===== config.mk =====
export PLATFORM = sky130hd
export DESIGN_NAME = meter_lcd_packet_decoder_unit
export DESIGN_NICKNAME = d
export VERILOG_FILES = /design/src/rtl/core/mlpd_pkg.sv /design/src/rtl/core/meter_lcd_packet_decoder_unit.sv
export SDC_FILE = /design/constraint.sdc
export NUM_CORES = 1
export LEC_CHECK = 0
export ABC_AREA = 1
export BUFFER_PORTS_ARGS = -buffer_cell sky130_fd_sc_hd__clkbuf_2
export CAP_MARGIN = 40
export CORE_MARGIN = 4
export CORE_UTILIZATION = 49
export DETAILED_ROUTE_END_ITERATION = 7
export PLACE_DENSITY = 0.72
export SYNTH_ARGS = -nofsm -noshare
export SYNTH_HDL_FRONTEND = slang
export SYNTH_SLANG_ARGS = --single-unit

===== constraint.sdc =====
create_clock -name clk_i -period 4.7 [get_ports clk_i]
set_clock_uncertainty 0.15 [all_clocks]
set_input_delay 0.705 -clock clk_i [delete_from_list [all_inputs] [get_ports clk_i]]
set_output_delay 0.705 -clock clk_i [all_outputs]
set_load 0.005 [all_outputs]

===== src/rtl/core/mlpd_pkg.sv =====
// ----------------------------------------------------------------------------
// Meter LCD packet decoder package
// Shared status codes, register indexes and the seven-segment lookup used by
// the decoder and its checker.
// ----------------------------------------------------------------------------
`default_nettype none

package mlpd_pkg;

  // Number of nibble positions in one packet.
  localparam int unsigned PacketPositions = 14;
  localparam int unsigned NibbleW         = 4;
  localparam int unsigned PosW            = 4;
  localparam int unsigned SegPatternW     = 7;
  localparam int unsigned SegEntries      = 12;

  // Position value that closes a packet.
  localparam logic [PosW-1:0] PosLast    = 4'(PacketPositions);
  // Position value that is never valid, besides zero.
  localparam logic [PosW-1:0] PosInvalid = 4'd15;

  // Result status codes.
  typedef enum logic [2:0] {
    ST_OK        = 3'd0,
    ST_METER_ON  = 3'd1,
    ST_INVALID   = 3'd2,
    ST_SHORT     = 3'd3,
    ST_TOO_MANY  = 3'd4,
    ST_BAD_DIGIT = 3'd5
  } status_e;

  // Configuration register indexes.
  typedef enum logic [0:0] {
    CFG_MIN_PACKET  = 1'b0,
    CFG_MAX_ATTEMPT = 1'b1
  } cfg_idx_e;

  // Segment patterns of the display characters: 0-9, L, blank.
  localparam logic [SegPatternW-1:0] SegTable [SegEntries] = '{
    7'h7D, 7'h05, 7'h5B, 7'h1F, 7'h27, 7'h3E,
    7'h7E, 7'h15, 7'h7F, 7'h3F, 7'h68, 7'h00
  };

  typedef struct packed {
    logic       hit;
    logic [3:0] digit;
  } seg_res_t;

  // Finds the character code of a segment pattern; hit is low if unknown.
  function automatic seg_res_t seg_lookup(input logic [SegPatternW-1:0] pat);
    seg_res_t res;
    res = '0;
    for (int k = 0; k < SegEntries; k++) begin
      if (!res.hit && SegTable[k] == pat) begin
        res.hit   = 1'b1;
        res.digit = 4'(k);
      end
    end
    return res;
  endfunction

endpackage

`default_nettype wire


===== src/rtl/core/meter_lcd_packet_decoder_unit.sv =====
// ----------------------------------------------------------------------------
// Meter LCD packet decoder
// Collects position-tagged nibbles from a meter link and decodes each
// finished packet attempt into a status and the display contents.
// ----------------------------------------------------------------------------
// Usage:
//   Bytes arrive on the rx_byte request channel (valid/ready). The upper
//   nibble is a position from 1 to 14, the lower nibble is stored there.
//   Each packet attempt closes on a zero byte, an invalid position, the
//   position-14 byte, or too many stored bytes; exactly one request then
//   leaves on the result channel (valid/ready) with status, four digits,
//   minus sign, point marks and attribute mask. Bytes that do not close an
//   attempt produce no result.
//   A result is registered and shown in the cycle after its closing byte is taken.
//   Throughput: one byte per cycle while the input is not stalled; the store
//   update and the decode sit between the nibble store and the result register.
//   A pending result that is not taken only stalls the input while the
//   result register is full and the receiver holds ready low.
//   Reset clears the nibble store, the byte count and the result valid, and
//   loads min_packet_bytes = 13 and max_attempt_bytes = 15. The registers
//   are written through the cfg port at any clock edge with cfg_we_i high.
// ----------------------------------------------------------------------------
`default_nettype none

module meter_lcd_packet_decoder_unit (
  input  wire logic        clk_i,
  input  wire logic        rst_ni,
  // Configuration write port.
  input  wire logic        cfg_we_i,
  input  wire logic [0:0]  cfg_idx_i,
  input  wire logic [3:0]  cfg_data_i,
  // Input byte channel.
  input  wire logic        rx_byte_valid_i,
  output logic             rx_byte_ready_o,
  input  wire logic [7:0]  rx_byte_i,
  // Result channel.
  output logic             res_valid_o,
  input  wire logic        res_ready_i,
  output logic [2:0]       status_o,
  output logic [3:0]       digit_first_o,
  output logic [3:0]       digit_second_o,
  output logic [3:0]       digit_third_o,
  output logic [3:0]       digit_fourth_o,
  output logic             minus_sign_o,
  output logic [2:0]       point_marks_o,
  output logic [23:0]      attribute_mask_o
);

  localparam int unsigned NPos = mlpd_pkg::PacketPositions;
  localparam int unsigned NibW = mlpd_pkg::NibbleW;

  typedef struct packed {
    logic [2:0]  status;
    logic [3:0]  digit_first;
    logic [3:0]  digit_second;
    logic [3:0]  digit_third;
    logic [3:0]  digit_fourth;
    logic        minus_sign;
    logic [2:0]  point_marks;
    logic [23:0] attribute_mask;
  } result_t;

  logic [3:0]      min_bytes_q;
  logic [3:0]      max_bytes_q;
  logic [NibW-1:0] store_q [NPos];
  logic [NibW-1:0] view    [NPos];
  logic [3:0]      count_q, count_d, count_inc;
  logic            res_valid_q, res_valid_d;
  result_t         res_q, res_d, res_new;

  logic            accept;
  logic [3:0]      pos;
  logic [3:0]      wr_idx;
  logic            is_zero, is_bad, do_store, is_last, is_over, finish;
  logic            all_hit;
  mlpd_pkg::seg_res_t seg [4];
  mlpd_pkg::status_e  status;

  // The input is taken whenever the result register is free or being emptied.
  assign rx_byte_ready_o = !res_valid_q || res_ready_i;
  assign accept          = rx_byte_valid_i && rx_byte_ready_o;

  // Configuration registers.
  always_ff @(posedge clk_i or negedge rst_ni) begin
    if (!rst_ni) begin
      min_bytes_q <= 4'd13;
      max_bytes_q <= 4'd15;
    end else if (cfg_we_i) begin
      unique case (cfg_idx_i)
        mlpd_pkg::CFG_MIN_PACKET:  min_bytes_q <= cfg_data_i;
        mlpd_pkg::CFG_MAX_ATTEMPT: max_bytes_q <= cfg_data_i;
        default: ;
      endcase
    end
  end

  // Byte classification.
  assign pos       = rx_byte_i[7:4];
  assign wr_idx    = pos - 4'd1;
  assign is_zero   = (rx_byte_i == 8'd0);
  assign is_bad    = !is_zero && (pos == 4'd0 || pos == mlpd_pkg::PosInvalid);
  assign do_store  = !is_zero && !is_bad;
  assign count_inc = count_q + 4'd1;
  assign is_last   = do_store && (pos == mlpd_pkg::PosLast);
  assign is_over   = do_store && !is_last && (count_inc >= max_bytes_q);
  assign finish    = is_zero || is_bad || is_last || is_over;

  // Store contents as seen after this byte is written.
  always_comb begin
    for (int k = 0; k < NPos; k++) begin
      view[k] = (do_store && wr_idx == 4'(k)) ? rx_byte_i[3:0] : store_q[k];
    end
  end

  // Segment lookups for the four display digits.
  always_comb begin
    for (int d = 0; d < 4; d++) begin
      seg[d] = mlpd_pkg::seg_lookup({view[1 + 2*d][2:0], view[2 + 2*d]});
    end
  end
  assign all_hit = seg[0].hit && seg[1].hit && seg[2].hit && seg[3].hit;

  // Status selection.
  always_comb begin
    if (is_zero) begin
      status = mlpd_pkg::ST_METER_ON;
    end else if (is_bad) begin
      status = mlpd_pkg::ST_INVALID;
    end else if (is_last) begin
      if (count_inc < min_bytes_q) begin
        status = mlpd_pkg::ST_SHORT;
      end else if (!all_hit) begin
        status = mlpd_pkg::ST_BAD_DIGIT;
      end else begin
        status = mlpd_pkg::ST_OK;
      end
    end else begin
      status = mlpd_pkg::ST_TOO_MANY;
    end
  end

  // Result assembly; the display fields are zero unless the packet is good.
  always_comb begin
    res_new        = '0;
    res_new.status = status;
    if (status == mlpd_pkg::ST_OK) begin
      res_new.digit_first    = seg[0].digit;
      res_new.digit_second   = seg[1].digit;
      res_new.digit_third    = seg[2].digit;
      res_new.digit_fourth   = seg[3].digit;
      res_new.minus_sign     = view[1][3];
      res_new.point_marks    = {view[7][3], view[5][3], view[3][3]};
      res_new.attribute_mask = {view[13], view[12], view[11], view[10], view[9], view[0]};
    end
  end

  // Byte count and result register next values.
  always_comb begin
    count_d     = count_q;
    res_valid_d = res_valid_q && !res_ready_i;
    res_d       = res_q;
    if (accept) begin
      if (finish) begin
        count_d     = 4'd0;
        res_valid_d = 1'b1;
        res_d       = res_new;
      end else begin
        count_d = count_inc;
      end
    end
  end

  // Nibble store: written on a stored byte, cleared when an attempt closes.
  always_ff @(posedge clk_i or negedge rst_ni) begin
    if (!rst_ni) begin
      for (int k = 0; k < NPos; k++) begin
        store_q[k] <= '0;
      end
    end else if (accept) begin
      for (int k = 0; k < NPos; k++) begin
        store_q[k] <= finish ? '0 : view[k];
      end
    end
  end

  // Control registers.
  always_ff @(posedge clk_i or negedge rst_ni) begin
    if (!rst_ni) begin
      count_q     <= 4'd0;
      res_valid_q <= 1'b0;
    end else begin
      count_q     <= count_d;
      res_valid_q <= res_valid_d;
    end
  end

  // Result payload register.
  always_ff @(posedge clk_i) begin
    res_q <= res_d;
  end

  assign res_valid_o      = res_valid_q;
  assign status_o         = res_q.status;
  assign digit_first_o    = res_q.digit_first;
  assign digit_second_o   = res_q.digit_second;
  assign digit_third_o    = res_q.digit_third;
  assign digit_fourth_o   = res_q.digit_fourth;
  assign minus_sign_o     = res_q.minus_sign;
  assign point_marks_o    = res_q.point_marks;
  assign attribute_mask_o = res_q.attribute_mask;

endmodule

`default_nettype wire


==> Word level (Yosys, flattened, before mapping) <==
Cells that the tools add are included.
{ "classes": {"n_addsub": 2, "n_lt_le_gt_ge": 2, "eq_ne": 59, "n_mux": 84, "bitwise": 2, "n_reduce_logical": 137} }
{ "ops": {"columns": ["operator", "n"], "rows": [
  ["$mux W5", 48],
  ["$eq A7 B7 Y1 const A", 20],
  ["$mux W4", 29],
  ["$eq A6 B7 Y1 const A", 12],
  ["$logic_and A1 B1 Y1", 68],
  ["$eq A5 B7 Y1 const A", 8],
  ["$logic_not A1 Y1", 49],
  ["$eq A4 B4 Y1 const B", 8],
  ["$eq A3 B7 Y1 const A", 4],
  ["$logic_not A7 Y1", 4],
  ["$reduce_or A5 Y1", 4],
  ["$eq A4 B3 Y1 const B", 4],
  ["$mux W3", 5],
  ["$eq A4 B2 Y1 const B", 2],
  ["$logic_not A4 Y1", 2],
  ["$logic_not A8 Y1", 1],
  ["$reduce_and A2 Y1", 3],
  ["$logic_or A1 B1 Y1", 5],
  ["$add A4 B1 Y4 const B", 1],
  ["$eq A4 B1 Y1 const B", 1],
  ["$ge A4 B4 Y1", 1],
  ["$lt A4 B4 Y1", 1],
  ["$sub A4 B1 Y4 const B", 1],
  ["$logic_not A3 Y1", 1],
  ["other kinds (2)", 4]
]} }
{ "word_totals": {"reg_bits": 116, "inputBits": 18} }

==> Logic depth before layout (Yosys ltp) <==
Gate-level depths: netlist of run 1.
{ "depth": {"word_depth": 53, "mapped_depth": 18} }

==> Worst setup path after synthesis of run 1 <==
No wires, ideal clock.
{ "synth_timing": {"path_kind": "register to register", "from": "register count_q[0]", "to": "register res_q (netlist bit attribute_mask_o[0]) (enable)", "setup_ps": 452, "t_arrival_ps": 3431, "required_ps": 4098, "setup_slack_ps": 667, "stages_incl_launch_ff": 8, "synth_period_minus_slack_ps": 4033, "cell_sequence": "dfrtp_1 ha_1 ha_1 a21boi_0 o21ai_0 nand2_1 a2111oi_1 nor2_1"} }
{ "synth_between": {"elab_chain_cells": 5} }
{ "synth_rtl": {"columns": ["element", "line", "text"], "rows": [
  ["from (decl)", "meter_lcd_packet_decoder_unit.sv:67", "logic [3:0] count_q, count_d, count_inc;"],
  ["from (signal assigned)", "meter_lcd_packet_decoder_unit.sv:192", "count_q <= count_d;"],
  ["$add A4 B1 Y4", "meter_lcd_packet_decoder_unit.sv:103", "assign count_inc = count_q + 4'd1;"],
  ["$ge A4 B4 Y1", "meter_lcd_packet_decoder_unit.sv:105", "assign is_over = do_store && !is_last && (count_inc >= max_bytes_q);"],
  ["$logic_and A1 B1 Y1", "meter_lcd_packet_decoder_unit.sv:105", null],
  ["$logic_or A1 B1 Y1", "meter_lcd_packet_decoder_unit.sv:106", "assign finish = is_zero || is_bad || is_last || is_over;"],
  ["$reduce_and A2 Y1 (no source line)", null, null],
  ["to (signal assigned)", "meter_lcd_packet_decoder_unit.sv:199", "res_q <= res_d;"],
  ["to (decl)", "meter_lcd_packet_decoder_unit.sv:69", "result_t res_q, res_d, res_new;"]
]} }
No other way between the ends.
A chain may end at the register's enable or synchronous reset.

==> Final worst setup path of run 1 <==
{ "layout_timing": {"from": "register count_q[0]", "to": "register store_q[50] (netlist bit)"} }
{ "layout_between": {"elab_chain_cells": 5} }
{ "layout_rtl": {"columns": ["element", "line", "text"], "rows": [
  ["$add A4 B1 Y4", "meter_lcd_packet_decoder_unit.sv:103", null],
  ["$ge A4 B4 Y1", "meter_lcd_packet_decoder_unit.sv:105", null],
  ["$logic_and A1 B1 Y1", "meter_lcd_packet_decoder_unit.sv:105", null],
  ["$logic_or A1 B1 Y1", "meter_lcd_packet_decoder_unit.sv:106", null],
  ["$mux W4", "meter_lcd_packet_decoder_unit.sv:181", "store_q[k] <= finish ? '0 : view[k];"],
  ["to (signal, indexed assignment)", "meter_lcd_packet_decoder_unit.sv:181", null],
  ["to (decl)", "meter_lcd_packet_decoder_unit.sv:65", "logic [NibW-1:0] store_q [NPos];"]
]} }
No other way between the ends.

==> flow_summary.yaml, run 1 <==
worst_setup_path:
  cp_max_fo: 34
  crit_arrival_ps: 3990
  worst_ep_required_time_ps: 4870
  cp-end-kind: "flip-flop"
  startpoint: "count_q[0]"
  path_class: "reg -> reg"
  worst_setup_path_start_kind: "flip-flop"
  cp_slowest_cell: "a2111oi_1"
  r2r_start: "count_q[0]"
  critPathMaxStageDelay_ps: 800
  cp_cell_sequence: "ha_1 -> ha_1 -> a21boi_0 -> o21ai_0 -> nand2_1 -> a2111oi_1 -> nand2_1 -> buf_12 -> o21ai_0"
min_path:
  worstHoldPathType: "in -> async"
clock_network:
  cts_max_level: 4
  cts_tree: "built"
  cts-root-buf: "clkbuf_16"
  numCtsBuffers: 17
  clock_latency_ps: 410
  clkSlewWorstSetupHoldPaths_ps: 60
  cts-resized-gates: 0
  post_cts_buffers: 0
  clockBufferDepth: 2
  hold_buffers: 0
  cts.sinks: 116
routing:
  first_pass_iters: 5
  routed_wl_um: 15300
  routed_via_density: 5.19
  wl_per_cell_um: 14.4
  vias: 5536
  drc: 0
  detail-route-antenna-nets: 0
  first_iter_violations: 455
logic_synthesis:
  syn_avg_cell_area_um2: 7.68
  synthTopCellsByArea: "dfrtp_1, edfxtp_1, nand2_1"
  syn-cell-area_um2: 6240
  synthCells: 813
  syn_nets: 839
  yosys-top-cells-count: "nand2_1, nor2_1, inv_1, dfrtp_1, o21ai_0"
  async_flop_share_pct: 59.5
  synth_ff_type: "dfrtp_1"
  synth-seq-cells: 116
  synth.most_common_cell: "nand2_1"
  synth_top_cell_by_area: "dfrtp_1"
  yosys.area.top_type_share_pct: 24.9
  synth_seq_area_share_pct: 50.4
  synth_cell_types: 37
  yosys_warnings: 0
  synth_edf_count: 47
grt:
  grt_max_degree: 48
  grt_remaining_overflow: 0
  track_usage_pct: 21.6
  grt_antenna_before_repair: 0
  first_global_vias: 5002
  grt_pass1_wl_um: 25100
timing:
  final-setup-viol-count: 0
  fin_setup_tns_ps: 0
  period_minus_slack_ps: 3820
  worst_pin_slew_ps: 921
  max_freq_mhz: 262
  period_share_pct: 81.2
  fin_ws_ps: 882
  final-max-slew-violation-count: 0
  rsz0062_at_grt: "false"
  hold_violations: 0
  slew_headroom_pct: 38.4
floorplanning:
  io-pin-count: 67
  dieArea_um2: 14600
  initial_core_util_pct: 50.9
  rows: 40
  die_h_um: 121
  die_x_um: 121
  core_region_area_um2: 12300
place:
  place_ws_ps: 876
  place_congestion: 0.914
  post-dp-hpwl_um: 10500
  port_buffers: 66
job:
  drv_cap: 0
finish:
  antennaDiodeCount: 0
  drive_gt1_share_pct: 14.2
  fin_nets: 912
  area_growth_pct: 17.8
power_and_ir_drop:
  p_leak_nw: 3.50
  p_per_area_nw_per_um2: 534
  ir_drop_uv: 240
status:
  status: "finished, final reports clean"
==> report_power, final <==
group          switching (mW)  total (mW)  internal (mW)
Combinational           0.814        1.23          0.420
Sequential             0.0916        1.44           1.35
Clock                   0.458        1.25          0.789
Total                    1.36        3.93           2.56
==> registers in the layout (all words and copies together) (netlist names), 4 cells and up <==
| register | cells |
|---|---|
| store_q | 56 |
| attribute_mask_o | 24 |
| count_q | 4 |
| digit_first_o | 4 |
| digit_fourth_o | 4 |
| digit_second_o | 4 |
| digit_third_o | 4 |
| max_bytes_q | 4 |
| min_bytes_q | 4 |
==> final timing paths <==
check / cells past startpoint / endpoint / slack [ps]
setup / recovery: 9 / store_q[50] / 880
hold / removal: 1 / res_valid_o / 200
setup reg to reg: 9 / store_q[50] / 880
hold reg to reg: 2 / store_q[48] / 330
max in group asynchronous: 2 / store_q[18] / 3210
min in group clk_i: 2 / store_q[48] / 330
==> critical path: cells and delay by family (launching register included) <==
family	cells	cell delay, ps
AND/OR/NAND/NOR	2	840
buffers and inverters	1	410
adder cells (fa/ha/maj)	2	630
flip-flops	1	430
AO/OA/AOI/OAI	4	1250
==> layout make-up <==
cell class / count / area (µm²)
Timing Repair Buffer: 76 / 418
Inverter: 97 / 364
Multi-Input combinational cell: 578 / 2640
Clock buffer: 19 / 443
Sequential cell: 116 / 3150
Clock inverter: 13 / 133
Fill cell: 1112 / 4910
Tap cell: 168 / 210
==> through the flow <==
step	util [%]	area, µm²	cells	hold slack (ps)	power (mW)
6_report	60.0	7360	1067	200	3.93
5_1_grt	60.0	7360	1067	233	4.18
4_1_cts	60.0	7360	1067	207	3.93
3_5_place_dp	55.3	6780	1035	316	2.68
3_3_place_gp	55.3	6780	1035	316	2.67
2_1_floorplan	-	6240	813	259	2.30
==> logic make-up after synthesis <==
kind of cell / after synthesis / share of synthesized area [%]
adder cells (fa/ha/maj): 8 / 1.60
AND/OR/NAND/NOR: 450 / 29.5
AO/OA/AOI/OAI: 118 / 10.8
XOR/XNOR: 2 / 0.281
flip-flops: 116 / 50.4
buffers and inverters: 119 / 7.40
==> cells in the final DEF, fill, tap and decap left out, types with 7 or more instances in the layout <==
master,instances
o21ai_0,56
nand2_1,266
buf_4,9
nor2_1,117
dfstp_2,7
o22ai_1,42
o21ai_1,7
dfrtp_1,62
nand3_1,32
inv_1,92
clkbuf_2,65
ha_1,8
clkbuf_16,17
edfxtp_1,47
nor3_1,7
nand4_1,9
==> per-layer routing <==
layer | global-route usage (%) | vias to the layer above | part of all wire [%]
met1 | 30.5 | 2527 | 47
met3 | 4.15 | 23 | 5.5
met5 | 0 | - | 0
met2 | 33.4 | 186 | 46
met4 | 7.58 | 0 | 2.2
li1 | - | 2800 | -
(Power assumes the default switching activity.)
==> inputs of run 2 (changes only) <==
--- a/config.mk
+++ b/config.mk
@@ -11,7 +11,7 @@
 export CORE_MARGIN = 4
 export CORE_UTILIZATION = 49
 export DETAILED_ROUTE_END_ITERATION = 7
-export PLACE_DENSITY = 0.72
+export PLACE_DENSITY = 0.75
 export SYNTH_ARGS = -nofsm -noshare
 export SYNTH_HDL_FRONTEND = slang
 export SYNTH_SLANG_ARGS = --single-unit
==> constraint.sdc (replaced) <==
create_clock -name clk_i -period 3.4 [get_ports clk_i]
set_clock_uncertainty 0.15 [all_clocks]
set_input_delay 0.51 -clock clk_i [delete_from_list [all_inputs] [get_ports clk_i]]
set_output_delay 0.51 -clock clk_i [all_outputs]
set_load 0.005 [all_outputs]
==> flow_summary.yaml, run 2 (synthesized netlist as in run 1, its figures left out) <==
routing:
  first_iter_violations: 656
  first_pass_iters: 6
  routed_via_density: 5.20
  vias: 5636
  drt-met1-wl_um: 7150
  detail-route-antenna-nets: 0
  wl_met3_um: 963
  wl_per_cell_um: 14.3
  route.met2.wl_um: 7100
  drc: 0
  routed_wl_um: 15500
  highest_layer: "met4"
power_and_ir_drop:
  total_power_mw: 5.70
  pwr-share-comb_pct: 31.6
  internal_power_mw: 3.74
  pwr-share-clk_pct: 33.4
  p_per_area_nw_per_um2: 754
  pwr-share-seq_pct: 35.0
  sw_frac_of_total_pct: 34.3
  power.switching_mw: 1.95
  p_leak_nw: 3.61
  ir_drop_uv: 393
floorplanning:
  io-pin-count: 67
  rows: 40
  die_x_um: 121
  die_h_um: 121
  core_region_area_um2: 12300
  dieArea_um2: 14600
  initial_core_util_pct: 50.9
status:
  status: "finished, final reports clean"
clock_network:
  clkSlewWorstSetupHoldPaths_ps: 60
  clockBufferDepth: 2
  cts_tree: "built"
  numCtsBuffers: 17
  cts.sinks: 116
  cts-resized-gates: 0
  clock_latency_ps: 420
  cts_max_level: 4
  cts-root-buf: "clkbuf_16"
timing:
  final-setup-viol-count: 0
  rsz0062_at_grt: "false"
  hold_violations: 0
  final-max-slew-violation-count: 0
  period_share_pct: 88.8
  fin_setup_tns_ps: 0
  worst_pin_slew_ps: 621
  period_minus_slack_ps: 3020
  max_freq_mhz: 331
  slew_headroom_pct: 58.5
finish:
  regMostFlops: "store_q"
  largest_register_ffs: 56
  area_growth_pct: 21.1
  drive_gt1_share_pct: 15.8
  final_common_cell: "nand2_1"
  fin_nets: 928
  final_cell_mix: "nand2_1, nor2_1, inv_1"
  fill_cells: 1046
  antennaDiodeCount: 0
grt:
  grt_max_degree: 57
  track_usage_pct: 22.4
  grt_remaining_overflow: 0
  first_global_vias: 5321
  grt_antenna_before_repair: 0
  grt_pass1_wl_um: 25900
job:
  drv_cap: 0
worst_setup_path:
  cp-end-kind: "flip-flop"
  worst_setup_path_start_kind: "flip-flop"
  cp_max_fo: 56
  crit_arrival_ps: 3200
  worst_ep_required_time_ps: 3580
  path_class: "reg -> reg"
place:
  place_congestion: 0.895
  post-dp-hpwl_um: 10600
  port_buffers: 66
min_path:
  worstHoldPathType: "in -> reg"
run 2: what timing repair did:
action	in CTS	in global routing
setup endpoints to repair	0	0
hold buffers	1	0
setup buffers	0	0
hold endpoints to repair	18	0
run 2: cell type report:
cell class              instances  area (µm²)  share of cell area (%)
clock buffers                  17         425                    5.63
clock inverters                15         204                    2.70
inverters                      97         364                    4.82
multi-input cells             578        2640                    35.0
flip-flops and latches        116        3150                    41.6
well taps                     168         210                    2.78
repair buffers                 92         566                    7.48
run 2: worst max-delay path, stage by stage, from the launching register on:
cell and delay (ps):
dfrtp_1 390, ha_1 340, ha_1 280, a21boi_0 130, o21ai_0 170, nand2_1 70
a2111oi_1 580, buf_4 220, nand2_1 40, buf_4 310, o21ai_0 250
run 2: final timing paths:
path / depth (start not counted) / startpoint / slack (ps) / to
max in group asynchronous: 3 / rst_ni / 1880 / store_q[20]
max: 10 / count_q[0] / 380 / store_q[2]
min in group asynchronous: 2 / rst_ni / 480 / count_q[3]
max reg2reg: 10 / count_q[0] / 380 / store_q[2]
min: 3 / cfg_data_i[3] / 150 / min_bytes_q[3]
min reg2reg: 2 / store_q[46] / 330 / store_q[46]
run 2: stage by stage:
step | util, % | hold slack (ps) | std cells | instance area, µm² | worst slack [ps]
after floorplan | - | 64.4 | 813 | 6240 | 148
after global placement | 56.3 | 314 | 1049 | 6900 | 213
after detailed placement | 56.4 | 321 | 1050 | 6920 | 245
after CTS | 61.6 | 149 | 1083 | 7560 | 391
after global routing | 61.6 | 155 | 1083 | 7560 | 140
final | 61.6 | 152 | 1083 | 7560 | 381
run 2: power by group through the flow:
stage	combinational [mW]	sequential, mW	clock (mW)
3_3_place_gp	1.73	2.01	0
6_report	1.80	1.99	1.90
2_1_floorplan	1.15	2.02	0
4_1_cts	1.79	2.00	1.92
3_5_place_dp	1.76	2.02	0
5_1_grt	2.04	2.03	1.99
run 2: layer usage:
metal	global-route usage, %	vias up
met5	0	-
met4	8.22	0
met3	4.34	22
met2	35.7	218
met1	30.6	2556
li1	-	2840
